==> src/rtl/lpc_pkg.sv <==
// ----------------------------------------------------------------------------
// lpc_pkg
// Shared constants, register codes and types of the levitation PID loop.
// ----------------------------------------------------------------------------
`timescale 1ns / 1ps
`default_nettype none

package lpc_pkg;

  // Sample groups.
  localparam int NUM_SAMPLES         = 5;
  localparam int SAMPLES_PER_AVERAGE = 5;
  localparam int SAMPLE_W            = 8;
  localparam int SUM_W               = 11;

  // Averaging by reciprocal: floor(sum / N) == (sum * AVG_RECIP) >> AVG_SHIFT
  // for every sum below 2**SUM_W, with N = SAMPLES_PER_AVERAGE.
  localparam int AVG_SHIFT   = 14;
  localparam int AVG_RECIP_W = 15;
  localparam int AVG_RECIP_I = ((2 ** AVG_SHIFT) + SAMPLES_PER_AVERAGE - 1) / SAMPLES_PER_AVERAGE;
  localparam logic [AVG_RECIP_W-1:0] AVG_RECIP = AVG_RECIP_W'(AVG_RECIP_I);

  // Integral scaling: magnitude of a 32-bit value divided by INTEGRAL_DIVISOR
  // through a rounded-up reciprocal that is exact for all 32-bit magnitudes.
  localparam int INTEGRAL_DIVISOR = 600;
  localparam int INTEG_W          = 32;
  localparam int DIV_SHIFT        = INTEG_W + $clog2(INTEGRAL_DIVISOR);
  localparam int DIV_RECIP_W      = 33;
  localparam logic [63:0] DIV_RECIP_WIDE =
    ((64'd1 << DIV_SHIFT) + 64'(INTEGRAL_DIVISOR) - 64'd1) / 64'(INTEGRAL_DIVISOR);
  localparam logic [DIV_RECIP_W-1:0] DIV_RECIP = DIV_RECIP_WIDE[DIV_RECIP_W-1:0];
  localparam int HALF_W = INTEG_W / 2;
  localparam int PP_W   = HALF_W + DIV_RECIP_W;
  localparam int PROD_W = INTEG_W + DIV_RECIP_W;
  localparam int QUOT_W = INTEG_W + 1;

  // Register file.
  localparam int APB_ADDR_W = 5;
  localparam int APB_DATA_W = 32;
  localparam int REG_IDX_W  = 3;

  localparam logic [REG_IDX_W-1:0] REG_SETPOINT_LIMIT = 3'd0;
  localparam logic [REG_IDX_W-1:0] REG_PROP_GAIN      = 3'd1;
  localparam logic [REG_IDX_W-1:0] REG_DERIV_GAIN     = 3'd2;
  localparam logic [REG_IDX_W-1:0] REG_DRIVE_BIAS     = 3'd3;
  localparam logic [REG_IDX_W-1:0] REG_OUT_LIMIT      = 3'd4;

  localparam logic [7:0] RST_SETPOINT_LIMIT = 8'd45;
  localparam logic [7:0] RST_PROP_GAIN      = 8'd2;
  localparam logic [9:0] RST_DERIV_GAIN     = 10'd100;
  localparam logic [8:0] RST_DRIVE_BIAS     = 9'd200;
  localparam logic [7:0] RST_OUT_LIMIT      = 8'd255;

  typedef struct packed {
    logic [7:0]        setpoint_limit;
    logic [7:0]        prop_gain;
    logic [9:0]        deriv_gain;
    logic signed [8:0] drive_bias;
    logic [7:0]        out_limit;
  } lpc_cfg_t;

  // Load enables of the two divider stages.
  typedef struct packed {
    logic ld_prod;
    logic ld_quot;
  } lpc_div_ctl_t;

endpackage

`default_nettype wire

==> src/rtl/lpc_regs.sv <==
// ----------------------------------------------------------------------------
// lpc_regs
// APB register file holding the loop gains, limits and drive bias.
// ----------------------------------------------------------------------------
`timescale 1ns / 1ps
`default_nettype none

module lpc_regs (
  input  wire logic                          clk,
  input  wire logic                          rst_n,
  input  wire logic                          psel,
  input  wire logic                          penable,
  input  wire logic                          pwrite,
  input  wire logic [lpc_pkg::APB_ADDR_W-1:0] paddr,
  input  wire logic [lpc_pkg::APB_DATA_W-1:0] pwdata,
  output logic      [lpc_pkg::APB_DATA_W-1:0] prdata,
  output logic                               pready,
  output lpc_pkg::lpc_cfg_t                  cfg
);
  import lpc_pkg::*;

  lpc_cfg_t             cfg_r;
  lpc_cfg_t             cfg_nxt;
  logic                 wr_en;
  logic [REG_IDX_W-1:0] reg_idx;

  assign pready  = 1'b1;
  assign wr_en   = psel && penable && pwrite;
  assign reg_idx = paddr[APB_ADDR_W-1:2];

  always_comb begin
    cfg_nxt = cfg_r;
    if (wr_en) begin
      case (reg_idx)
        REG_SETPOINT_LIMIT: cfg_nxt.setpoint_limit = pwdata[7:0];
        REG_PROP_GAIN:      cfg_nxt.prop_gain      = pwdata[7:0];
        REG_DERIV_GAIN:     cfg_nxt.deriv_gain     = pwdata[9:0];
        REG_DRIVE_BIAS:     cfg_nxt.drive_bias     = $signed(pwdata[8:0]);
        REG_OUT_LIMIT:      cfg_nxt.out_limit      = pwdata[7:0];
        default:            cfg_nxt = cfg_r;
      endcase
    end
  end

  always_ff @(posedge clk) begin
    if (!rst_n) begin
      cfg_r.setpoint_limit <= RST_SETPOINT_LIMIT;
      cfg_r.prop_gain      <= RST_PROP_GAIN;
      cfg_r.deriv_gain     <= RST_DERIV_GAIN;
      cfg_r.drive_bias     <= $signed(RST_DRIVE_BIAS);
      cfg_r.out_limit      <= RST_OUT_LIMIT;
    end else begin
      cfg_r <= cfg_nxt;
    end
  end

  always_comb begin
    case (reg_idx)
      REG_SETPOINT_LIMIT: prdata = {24'd0, cfg_r.setpoint_limit};
      REG_PROP_GAIN:      prdata = {24'd0, cfg_r.prop_gain};
      REG_DERIV_GAIN:     prdata = {22'd0, cfg_r.deriv_gain};
      REG_DRIVE_BIAS:     prdata = {23'd0, cfg_r.drive_bias};
      REG_OUT_LIMIT:      prdata = {24'd0, cfg_r.out_limit};
      default:            prdata = '0;
    endcase
  end

  assign cfg = cfg_r;

endmodule

`default_nettype wire

==> src/rtl/lpc_idiv.sv <==
// ----------------------------------------------------------------------------
// lpc_idiv
// Two-stage signed division of the integral by a constant, toward zero.
// ----------------------------------------------------------------------------
`timescale 1ns / 1ps
`default_nettype none

module lpc_idiv (
  input  wire logic                                clk,
  input  wire lpc_pkg::lpc_div_ctl_t               ctl,
  input  wire logic signed [lpc_pkg::INTEG_W-1:0]  num,
  output logic signed      [lpc_pkg::QUOT_W-1:0]   quot
);
  import lpc_pkg::*;

  logic [INTEG_W-1:0] mag;
  logic [PP_W-1:0]    pp_hi_r;
  logic [PP_W-1:0]    pp_lo_r;
  logic               neg_a_r;
  logic [PROD_W-1:0]  prod;
  logic [PROD_W-1:0]  prod_shift;
  logic [INTEG_W-1:0] qmag_r;
  logic               neg_b_r;

  // The most negative value maps to 2**31, which still fits unsigned.
  assign mag = num[INTEG_W-1] ? INTEG_W'(-num) : num;

  // First stage: two half-width partial products against the reciprocal.
  always_ff @(posedge clk) begin
    if (ctl.ld_prod) begin
      pp_hi_r <= mag[INTEG_W-1:HALF_W] * DIV_RECIP;
      pp_lo_r <= mag[HALF_W-1:0] * DIV_RECIP;
      neg_a_r <= num[INTEG_W-1];
    end
  end

  assign prod       = {pp_hi_r, {HALF_W{1'b0}}} + {{(PROD_W-PP_W){1'b0}}, pp_lo_r};
  assign prod_shift = prod >> DIV_SHIFT;

  always_ff @(posedge clk) begin
    if (ctl.ld_quot) begin
      qmag_r  <= prod_shift[INTEG_W-1:0];
      neg_b_r <= neg_a_r;
    end
  end

  assign quot = neg_b_r ? -$signed({1'b0, qmag_r}) : $signed({1'b0, qmag_r});

endmodule

`default_nettype wire

==> src/rtl/levitation_pid_controller.sv <==
// ----------------------------------------------------------------------------
// levitation_pid_controller
// PID loop for a magnetic levitation coil with a saturated, signed drive.
// Throughput: one request per cycle while the output is not stalled; the seven
// pipeline stages each hold one request and close up bubbles, so requests keep
// entering while a result waits, until every stage is full.
// The integral and last-field state close their feedback loop in one stage.
// Reset (rst_n, synchronous): empties the pipeline, clears the state and loads
// the register defaults.
// ----------------------------------------------------------------------------
`timescale 1ns / 1ps
`default_nettype none

module levitation_pid_controller (
  input  wire logic                           clk,
  input  wire logic                           rst_n,
  // Sample request channel.
  input  wire logic                           in_valid,
  output logic                                in_stall,
  input  wire logic [7:0]                     in_set_s0,
  input  wire logic [7:0]                     in_set_s1,
  input  wire logic [7:0]                     in_set_s2,
  input  wire logic [7:0]                     in_set_s3,
  input  wire logic [7:0]                     in_set_s4,
  input  wire logic [7:0]                     in_fld_s0,
  input  wire logic [7:0]                     in_fld_s1,
  input  wire logic [7:0]                     in_fld_s2,
  input  wire logic [7:0]                     in_fld_s3,
  input  wire logic [7:0]                     in_fld_s4,
  // Drive request channel.
  output logic                                out_valid,
  input  wire logic                           out_stall,
  output logic [7:0]                          out_drive_magnitude,
  output logic                                out_drive_reverse,
  // Register port.
  input  wire logic                           psel,
  input  wire logic                           penable,
  input  wire logic                           pwrite,
  input  wire logic [lpc_pkg::APB_ADDR_W-1:0] paddr,
  input  wire logic [lpc_pkg::APB_DATA_W-1:0] pwdata,
  output logic      [lpc_pkg::APB_DATA_W-1:0] prdata,
  output logic                                pready
);
  import lpc_pkg::*;

  localparam int CTRL_W = 35;

  lpc_cfg_t     cfg;
  lpc_div_ctl_t div_ctl;

  // Per-stage valid flags and advance enables. A stage loads when it is
  // empty or when the stage after it loads, so bubbles are squeezed out.
  logic s1_vld_r, s2_vld_r, s3_vld_r, s4_vld_r, s5_vld_r, s6_vld_r, out_vld_r;
  logic en1, en2, en3, en4, en5, en6, en7;

  logic [SAMPLE_W-1:0] set_arr [NUM_SAMPLES];
  logic [SAMPLE_W-1:0] fld_arr [NUM_SAMPLES];

  // Stage 1: sample sums.
  logic [SUM_W-1:0] set_sum, fld_sum;
  logic [SUM_W-1:0] set_sum_r, fld_sum_r;

  // Stage 2: averages and setpoint clamp.
  logic [SUM_W+AVG_RECIP_W-1:0] set_prod, fld_prod;
  logic [7:0] set_avg, fld_avg, ref_val;
  logic [7:0] ref_r, fld_r;

  // Stage 3: error, derivative and the integral state.
  logic signed [8:0]         err, diff;
  logic signed [INTEG_W:0]   integ_wide;
  logic signed [INTEG_W-1:0] integ_nxt;
  logic signed [INTEG_W-1:0] integ_r;
  logic [7:0]                last_field_r;
  logic signed [8:0]         err_r, diff_r;
  logic signed [INTEG_W-1:0] integ_s3_r;

  // Stage 4 and 5: gain products, carried beside the divider.
  logic signed [17:0] p_term_r, p_term5_r;
  logic signed [19:0] d_term_r, d_term5_r;

  // Stage 6: drive sum.
  logic signed [QUOT_W-1:0] quot;
  logic signed [CTRL_W-1:0] ctrl_nxt, ctrl_r;

  // Output stage: saturation.
  logic signed [CTRL_W-1:0] lim, neg_lim, sat;
  logic [CTRL_W-1:0]        sat_mag;
  logic [7:0]               mag_r;
  logic                     rev_r;

  lpc_regs u_regs (
    .clk     (clk),
    .rst_n   (rst_n),
    .psel    (psel),
    .penable (penable),
    .pwrite  (pwrite),
    .paddr   (paddr),
    .pwdata  (pwdata),
    .prdata  (prdata),
    .pready  (pready),
    .cfg     (cfg)
  );

  // Flow control.
  assign en7 = !out_vld_r || !out_stall;
  assign en6 = !s6_vld_r || en7;
  assign en5 = !s5_vld_r || en6;
  assign en4 = !s4_vld_r || en5;
  assign en3 = !s3_vld_r || en4;
  assign en2 = !s2_vld_r || en3;
  assign en1 = !s1_vld_r || en2;
  assign in_stall = !en1;

  always_ff @(posedge clk) begin
    if (!rst_n) begin
      s1_vld_r  <= 1'b0;
      s2_vld_r  <= 1'b0;
      s3_vld_r  <= 1'b0;
      s4_vld_r  <= 1'b0;
      s5_vld_r  <= 1'b0;
      s6_vld_r  <= 1'b0;
      out_vld_r <= 1'b0;
    end else begin
      if (en1) s1_vld_r  <= in_valid;
      if (en2) s2_vld_r  <= s1_vld_r;
      if (en3) s3_vld_r  <= s2_vld_r;
      if (en4) s4_vld_r  <= s3_vld_r;
      if (en5) s5_vld_r  <= s4_vld_r;
      if (en6) s6_vld_r  <= s5_vld_r;
      if (en7) out_vld_r <= s6_vld_r;
    end
  end

  // Stage 1: only the first SAMPLES_PER_AVERAGE samples of a group count.
  assign set_arr = '{in_set_s0, in_set_s1, in_set_s2, in_set_s3, in_set_s4};
  assign fld_arr = '{in_fld_s0, in_fld_s1, in_fld_s2, in_fld_s3, in_fld_s4};

  always_comb begin
    set_sum = '0;
    fld_sum = '0;
    for (int i = 0; i < NUM_SAMPLES; i++) begin
      if (i < SAMPLES_PER_AVERAGE) begin
        set_sum = set_sum + SUM_W'(set_arr[i]);
        fld_sum = fld_sum + SUM_W'(fld_arr[i]);
      end
    end
  end

  always_ff @(posedge clk) begin
    if (en1) begin
      set_sum_r <= set_sum;
      fld_sum_r <= fld_sum;
    end
  end

  // Stage 2: the truncating average is a multiply by a rounded-up reciprocal.
  assign set_prod = set_sum_r * AVG_RECIP;
  assign fld_prod = fld_sum_r * AVG_RECIP;
  assign set_avg  = set_prod[AVG_SHIFT +: 8];
  assign fld_avg  = fld_prod[AVG_SHIFT +: 8];
  assign ref_val  = (set_avg >= cfg.setpoint_limit) ? cfg.setpoint_limit : set_avg;

  always_ff @(posedge clk) begin
    if (en2) begin
      ref_r <= ref_val;
      fld_r <= fld_avg;
    end
  end

  // Stage 3: the integral saturates at the 32-bit signed limits.
  assign err        = $signed({1'b0, ref_r}) - $signed({1'b0, fld_r});
  assign diff       = $signed({1'b0, last_field_r}) - $signed({1'b0, fld_r});
  assign integ_wide = {integ_r[INTEG_W-1], integ_r} + {{(INTEG_W-8){err[8]}}, err};

  always_comb begin
    if (integ_wide[INTEG_W] != integ_wide[INTEG_W-1]) begin
      integ_nxt = integ_wide[INTEG_W] ? {1'b1, {(INTEG_W-1){1'b0}}}
                                      : {1'b0, {(INTEG_W-1){1'b1}}};
    end else begin
      integ_nxt = integ_wide[INTEG_W-1:0];
    end
  end

  always_ff @(posedge clk) begin
    if (!rst_n) begin
      integ_r      <= '0;
      last_field_r <= '0;
    end else if (en3 && s2_vld_r) begin
      integ_r      <= integ_nxt;
      last_field_r <= fld_r;
    end
  end

  always_ff @(posedge clk) begin
    if (en3) begin
      err_r      <= err;
      diff_r     <= diff;
      integ_s3_r <= integ_nxt;
    end
  end

  // Stages 4 and 5: the divider works while the gain products wait beside it.
  assign div_ctl.ld_prod = en4;
  assign div_ctl.ld_quot = en5;

  lpc_idiv u_idiv (
    .clk  (clk),
    .ctl  (div_ctl),
    .num  (integ_s3_r),
    .quot (quot)
  );

  always_ff @(posedge clk) begin
    if (en4) begin
      p_term_r <= err_r * $signed({1'b0, cfg.prop_gain});
      d_term_r <= diff_r * $signed({1'b0, cfg.deriv_gain});
    end
    if (en5) begin
      p_term5_r <= p_term_r;
      d_term5_r <= d_term_r;
    end
  end

  // Stage 6: integral share plus bias plus the two gain terms.
  assign ctrl_nxt = {{(CTRL_W-QUOT_W){quot[QUOT_W-1]}}, quot}
                  + {{(CTRL_W-9){cfg.drive_bias[8]}}, cfg.drive_bias}
                  + {{(CTRL_W-18){p_term5_r[17]}}, p_term5_r}
                  + {{(CTRL_W-20){d_term5_r[19]}}, d_term5_r};

  always_ff @(posedge clk) begin
    if (en6) begin
      ctrl_r <= ctrl_nxt;
    end
  end

  // Output stage: clamp to plus or minus out_limit, then split into
  // magnitude and direction. A zero limit always gives a forward zero.
  assign lim     = $signed({{(CTRL_W-8){1'b0}}, cfg.out_limit});
  assign neg_lim = -lim;

  always_comb begin
    if (ctrl_r > lim) begin
      sat = lim;
    end else if (ctrl_r < neg_lim) begin
      sat = neg_lim;
    end else begin
      sat = ctrl_r;
    end
  end

  assign sat_mag = sat[CTRL_W-1] ? CTRL_W'(-sat) : sat;

  always_ff @(posedge clk) begin
    if (en7) begin
      mag_r <= sat_mag[7:0];
      rev_r <= sat[CTRL_W-1];
    end
  end

  assign out_valid           = out_vld_r;
  assign out_drive_magnitude = mag_r;
  assign out_drive_reverse   = rev_r;

  // The loop state moves only when a request passes into the third stage.
  a_state_hold: assert property (@(posedge clk) disable iff (!rst_n)
    !(en3 && s2_vld_r) |=> ($stable(integ_r) && $stable(last_field_r)))
    else $error("loop state changed without a request");

  // An empty first stage never pushes back on the sample channel.
  a_no_false_stall: assert property (@(posedge clk) disable iff (!rst_n)
    !s1_vld_r |-> !in_stall)
    else $error("sample channel stalled with an empty first stage");

  // An accepted request always occupies the first stage next.
  a_accept_fills: assert property (@(posedge clk) disable iff (!rst_n)
    (in_valid && !in_stall) |=> s1_vld_r)
    else $error("accepted request lost at the first stage");

  // A reverse drive always has a nonzero magnitude.
  a_reverse_nonzero: assert property (@(posedge clk) disable iff (!rst_n)
    (out_vld_r && out_drive_reverse) |-> (out_drive_magnitude != 8'd0))
    else $error("reverse drive with zero magnitude");

endmodule

`default_nettype wire
==> config.mk <==
export PLATFORM = sky130hd
export DESIGN_NAME = levitation_pid_controller
export DESIGN_NICKNAME = d
export VERILOG_FILES = /design/src/rtl/lpc_pkg.sv /design/src/rtl/lpc_regs.sv /design/src/rtl/lpc_idiv.sv /design/src/rtl/levitation_pid_controller.sv
export SDC_FILE = /design/constraint.sdc
export NUM_CORES = 2
export LEC_CHECK = 0
export BUFFER_PORTS_ARGS = -buffer_cell sky130_fd_sc_hd__buf_2
export CAP_MARGIN = 20
export CORE_MARGIN = 4
export CORE_UTILIZATION = 55
export CTS_BUF_LIST = sky130_fd_sc_hd__clkbuf_4
export CTS_CLUSTER_SIZE = 12
export DETAILED_ROUTE_END_ITERATION = 10
export PLACE_DENSITY = 0.85
export SETUP_SLACK_MARGIN = 0.15
export SYNTH_ARGS = -nofsm -noshare
export SYNTH_HDL_FRONTEND = slang
export SYNTH_SLANG_ARGS = --single-unit
==> constraint.sdc <==
create_clock -name clk -period 8.55 [get_ports clk]
set_input_delay 0.855 -clock clk [delete_from_list [all_inputs] [get_ports clk]]
set_output_delay 0.855 -clock clk [all_outputs]
set_load 0.005 [all_outputs]
# After elaboration in Yosys (flattened, before gate mapping)
# Index checks and enable logic that the tools add are counted.
dict set report classes {
  reduce_logical 25
  mul 6
  eq_ne 5
  add_sub_neg 19
  n_mux 9
  order_cmp 3
}
# operator count
set op_table {}
lappend op_table {{multiplier 16 x 33 -> 49 bit (second input constant)} 2}
lappend op_table {{two-way mux 32 bit} 3}
lappend op_table {{two-way mux 35 bit} 2}
lappend op_table {{adder 65 x 49 -> 65 bit} 1}
lappend op_table {{one-hot mux 10 bit (5 select lines)} 1}
lappend op_table {{multiplier 11 x 12 -> 22 bit (second input constant)} 2}
lappend op_table {{adder 34 x 18 -> 35 bit} 1}
lappend op_table {{adder 35 bit} 1}
lappend op_table {{> comparator 35 x 9 -> 1 bit} 1}
lappend op_table {{less-than comparator 35 bit} 1}
lappend op_table {{negation 8 -> 35 bit} 1}
lappend op_table {{adder 33 x 9 -> 34 bit} 1}
lappend op_table {{adder 32 x 9 -> 33 bit} 1}
lappend op_table {{two-way mux 33 bit} 1}
lappend op_table {{negation 23 -> 33 bit} 1}
lappend op_table {{negation 32 bit} 1}
lappend op_table {{adder 10 x 8 -> 11 bit} 2}
lappend op_table {{adder 11 x 8 -> 11 bit} 2}
lappend op_table {{adder 9 x 8 -> 10 bit} 2}
lappend op_table {{multiplier 9 x 11 -> 20 bit} 1}
lappend op_table {{adder 8 x 8 -> 9 bit} 2}
lappend op_table {{multiplier 9 x 9 -> 18 bit} 1}
lappend op_table {{subtractor 8 x 8 -> 9 bit} 2}
lappend op_table {{two-way mux 8 bit} 2}
lappend op_table {{11 further kinds} 32}
dict set report word_totals {
  out_inout_bits 44
  register_bits 421
  wordCells 100
  inputBits 124
}

# Longest topological paths before layout
dict set report logic_depth {
  ltp_word 9
  ltp_mapped 35
  ltp_nobuf 35
}

# Hierarchy
# A second synthesis with hierarchy kept.
dict set report hier_totals {
  cells_unflattened 4815
  area_unflattened_um2 49560.0
}
# mod instances cells_per_inst area_each_um2 seq_area_each_um2
set modules_own_cells {}
lappend modules_own_cells {levitation_pid_controller 1 2445 25868.6 7186.9}
lappend modules_own_cells {lpc_idiv 1 2130 21413.0 3213.1}
lappend modules_own_cells {lpc_regs 1 240 2278.4 860.8}

# Worst setup path before layout
# OpenSTA, ideal clock, no wires.
dict set report synth_timing {
  path_kind {register to register}
  startpoint {register integ_s3_r[0]}
  endpoint {register u_idiv.pp_hi_r[39], data pin}
  path_stages_with_launch 34
  path_slack_ns -0.957
  required_ns 8.285
  n_path_buf 0
  synth_period_minus_slack_ns 9.507
  arrival_time_ns 9.242
  setup_time_ns 0.265
  path_cell_list {edfxtp_1 -> inv_1 -> nand2_1 -> or4_4 -> or3_1 -> or4_4 -> inv_2 -> nand2_1 -> or4_4 -> or3_4 -> o31ai_4 -> xnor2_1 -> fa_1 -> fa_1 -> inv_1 -> fa_1 -> fa_1 -> inv_1 -> fa_1 -> inv_1 -> fa_1 -> inv_1 -> ha_1 -> nand2_1 -> o211ai_1 -> a31o_2 -> a221oi_1 -> a2111oi_0 -> o211ai_1 -> a21boi_0 -> or4_1 -> a31oi_1 -> o21ai_0 -> xor2_1}
}
dict set report synth_between {
  elab_chain_len 3
}
# element line_no
set synth_rtl {}
lappend synth_rtl {{start, declared} levitation_pid_controller.sv:75} ;# logic signed [INTEG_W-1:0] integ_s3_r;
lappend synth_rtl {{start signal, assigned} levitation_pid_controller.sv:198} ;# integ_s3_r <= integ_nxt;
lappend synth_rtl {{negation 32 bit} lpc_idiv.sv:26} ;# assign mag = num[INTEG_W-1] ? INTEG_W'(-num) : num;
lappend synth_rtl {{two-way mux 32 bit} lpc_idiv.sv:26}
lappend synth_rtl {{multiplier 16 x 33 -> 49 bit} lpc_idiv.sv:31} ;# pp_hi_r <= mag[INTEG_W-1:HALF_W] * DIV_RECIP;
lappend synth_rtl {{end signal, assigned} lpc_idiv.sv:31}
lappend synth_rtl {{end, declared} lpc_idiv.sv:17} ;# logic [PP_W-1:0] pp_hi_r;
# No other way between the ends.
# A chain may end at the register's enable or synchronous reset.

# Worst setup path after layout
dict set report layout_timing {
  startpoint {register integ_s3_r[0]}
  endpoint {register u_idiv.pp_hi_r[41], data pin}
}
# Same word-level chain as after synthesis.

==> run metrics <==
clk slew on worst S/H paths 0.07 ns; die height 308.2 µm; grt total ovfl 0; Setup violations, final 13; pin count of the biggest net entering global routing 82; worst relative slew slack 0.2497; clock skew 0.1033 ns; Slew @ Worst Pin 1.121 ns; Startpoint Class flop; Setup WS post-layout -0.6169 ns; Post-synth EDFFs 315; gpl congestion 0.9807; Core Util, Final 0.6175; DR pass1 iterations 6; commonest non-fill, non-tap cell in the layout inv_1; Final HPWL DP 95.16 mm; Clock Path Buffers 3; Worst Hold End s1_vld_r$_SDFFE_PN0N_; post-synth top area cell fa_1; DRT Wirelength 116.0 mm; core box area 0.08892 mm²; Fmax 109.1 MHz; library cells used by synthesis 82; Fin Hold WS 0.1874 ns; most frequent cells in the layout inv_1 (941), ha_1 (756), fa_1 (600); hold depth 2; layout cell share with drive strength beyond 1 0.1216; setup slack, reg-to-reg -0.62 ns; TritonCTS Buffers 103; vias in the first global route 37460; I/O Pins 168; min-delay src in_valid; row count 109; maximum fanout along the worst path 3; WS Path Type flop to flop; share of flip-flops with an asynchronous set or reset 0; antenna violations before repair 6; Remaining DRCs 0; Port-buffer cells 120; Worst-Skew Late Latency 0.97 ns; Die Area 0.09501 mm²; Required @ worst endpoint 9.23 ns; Mean Syn Cell Area 10.27 µm²; DR iter-0 viols 2315; Arrival @ worst endpoint 9.85 ns; reg-to-reg startpoint integ_s3_r[0]$_DFFE_PP_; Seq/Total Area, Yosys 0.2271; Starting Density 0.5575; H-tree levels 3; top_reg_cell synth edfxtp_1; Syn. warnings 0; outcome complete, but fails checks; Tot GR Track Use 0.2459; Synth area leaders fa_1 (25%), ha_1 (19%), edfxtp_1 (19%); Cells after Synth 4829; CP Capture Type flop; R2R cell count 33; die width 308.2 µm; Avg WL per Cell 18.03 µm; Worst path max stage delay 0.55 ns; CTS tree built; final worst-path cycle share 1.072; Worst Hold Class primary input to flop; vias per cell 5.560; RSZ-0062 raised after global routing true; clk sinks 405; via count 35760; Slowest-stage cell, CP fa_1; failing checks setup timing; first-pass GRT wire length 187.6 mm; Yosys top cell area share 0.2451; Final Max Tran Viols 0; Mapped Area 0.04958 mm²; cell mode on critical path fa_1; Clk Tree Root Cell clkbuf_4; Max Cap Viol 0; final hold vios 0; synthesized flop and latch total 405; Nets 6666; Post-DRT Antenna Nets 0; Area Overhead vs Synth 10.75%; Min Clock Period, post-route 9.167 ns; r2r endpoint u_idiv.pp_hi_r[41]$_DFFE_PP_
==> registers in the layout (all words and copies together), names as in the netlist, 9 cells and up <==
register        count
err_r               9
fld_sum_r          11
set_sum_r          11
d_term5_r          20
diff_r              9
u_idiv.pp_hi_r     49
p_term_r           18
u_regs.cfg         43
u_idiv.qmag_r      23
integ_s3_r         32
ctrl_r             35
d_term_r           20
p_term5_r          18
integ_r            32
u_idiv.pp_lo_r     33
==> routing by layer <==
layer,share of wire,wire length [µm],track usage
met1,0.41,47670,0.3183
met2,0.48,55920,0.4118
met3,0.067,7780,0.04752
met4,0.039,4559,0.09395
met5,0.00010,12,0
==> metrics by stage <==
stage	setup slack [ns]	setup TNS, ns	cells	cell area [µm²]
floorplan	-0.5779	-2.311	4850	49770
global placement	-0.5643	-2.936	6202	52700
detailed placement	-0.7691	-5.682	6202	52700
CTS	-0.5109	-2.474	6410	54510
global route	-0.8531	-8.199	6431	54900
finish	-0.6169	-3.655	6432	54900
==> synthesized netlist by cell type, types with 90 or more instances <==
library cell / n
a21oi_1: 197
nor2_1: 150
xor2_1: 90
a21o_1: 119
o21ai_0: 141
xnor2_1: 193
dfxtp_1: 90
ha_1: 763
edfxtp_1: 315
fa_1: 607
inv_1: 951
nand2_1: 269
and2_1: 98
==> timing repair <==
| item | CTS | global route |
|---|---|---|
| setup buffers | 12 | 14 |
| hold buffers | 0 | 0 |
| gates resized for setup | 43 | 51 |
| setup endpoints to repair | 22 | 44 |
| pin swaps | 35 | 30 |
==> cell type report <==
type | count | area (µm²)
fill | 6845 | 34020
multi-input combinational | 3377 | 34790
timing repair buffer | 333 | 2273
inverter | 952 | 3576
sequential | 405 | 11260
clock inverter | 47 | 417.9
clock buffer | 149 | 1119
tap | 1165 | 1458
antenna | 4 | 10.01
==> cells by family (layout without fill, tap and decap cells) <==
group	Yosys count	after routing	share of synthesized area
muxes	52	52	0.01093
xor gates and xnor gates	283	283	0.05000
buffers and inverters	1068	1481	0.08270
and+or+nand+nor	851	851	0.08520
other	2	27	0.0001515
AOI/OAI and AO/OA	797	797	0.1060
adders and majority gates	1371	1371	0.4379
DFF	405	405	0.2271
==> worst max path at each step <==
stage                            startpoint                           end
floorplan           integ_s3_r[0]$_DFFE_PP_  u_idiv.pp_hi_r[39]$_DFFE_PP_
global placement    integ_s3_r[0]$_DFFE_PP_  u_idiv.pp_hi_r[39]$_DFFE_PP_
detailed placement  integ_s3_r[0]$_DFFE_PP_  u_idiv.pp_hi_r[39]$_DFFE_PP_
CTS                 integ_s3_r[0]$_DFFE_PP_  u_idiv.pp_hi_r[41]$_DFFE_PP_
global route        integ_s3_r[0]$_DFFE_PP_  u_idiv.pp_hi_r[37]$_DFFE_PP_
finish              integ_s3_r[0]$_DFFE_PP_  u_idiv.pp_hi_r[41]$_DFFE_PP_
==> worst max-delay path, delay by kind of cell (launching register included) <==
family,cells,cell delay (ns)
adder cells (fa/ha/maj),7,3.30
AO/OA/AOI/OAI,9,1.87
flip-flops,1,0.41
AND/OR/NAND/NOR,9,2.70
XOR/XNOR,2,0.32
buffers and inverters,6,0.38
Power is not shown: default switching activity piles up to over one toggle a cycle in this logic, so the estimate is an artifact.
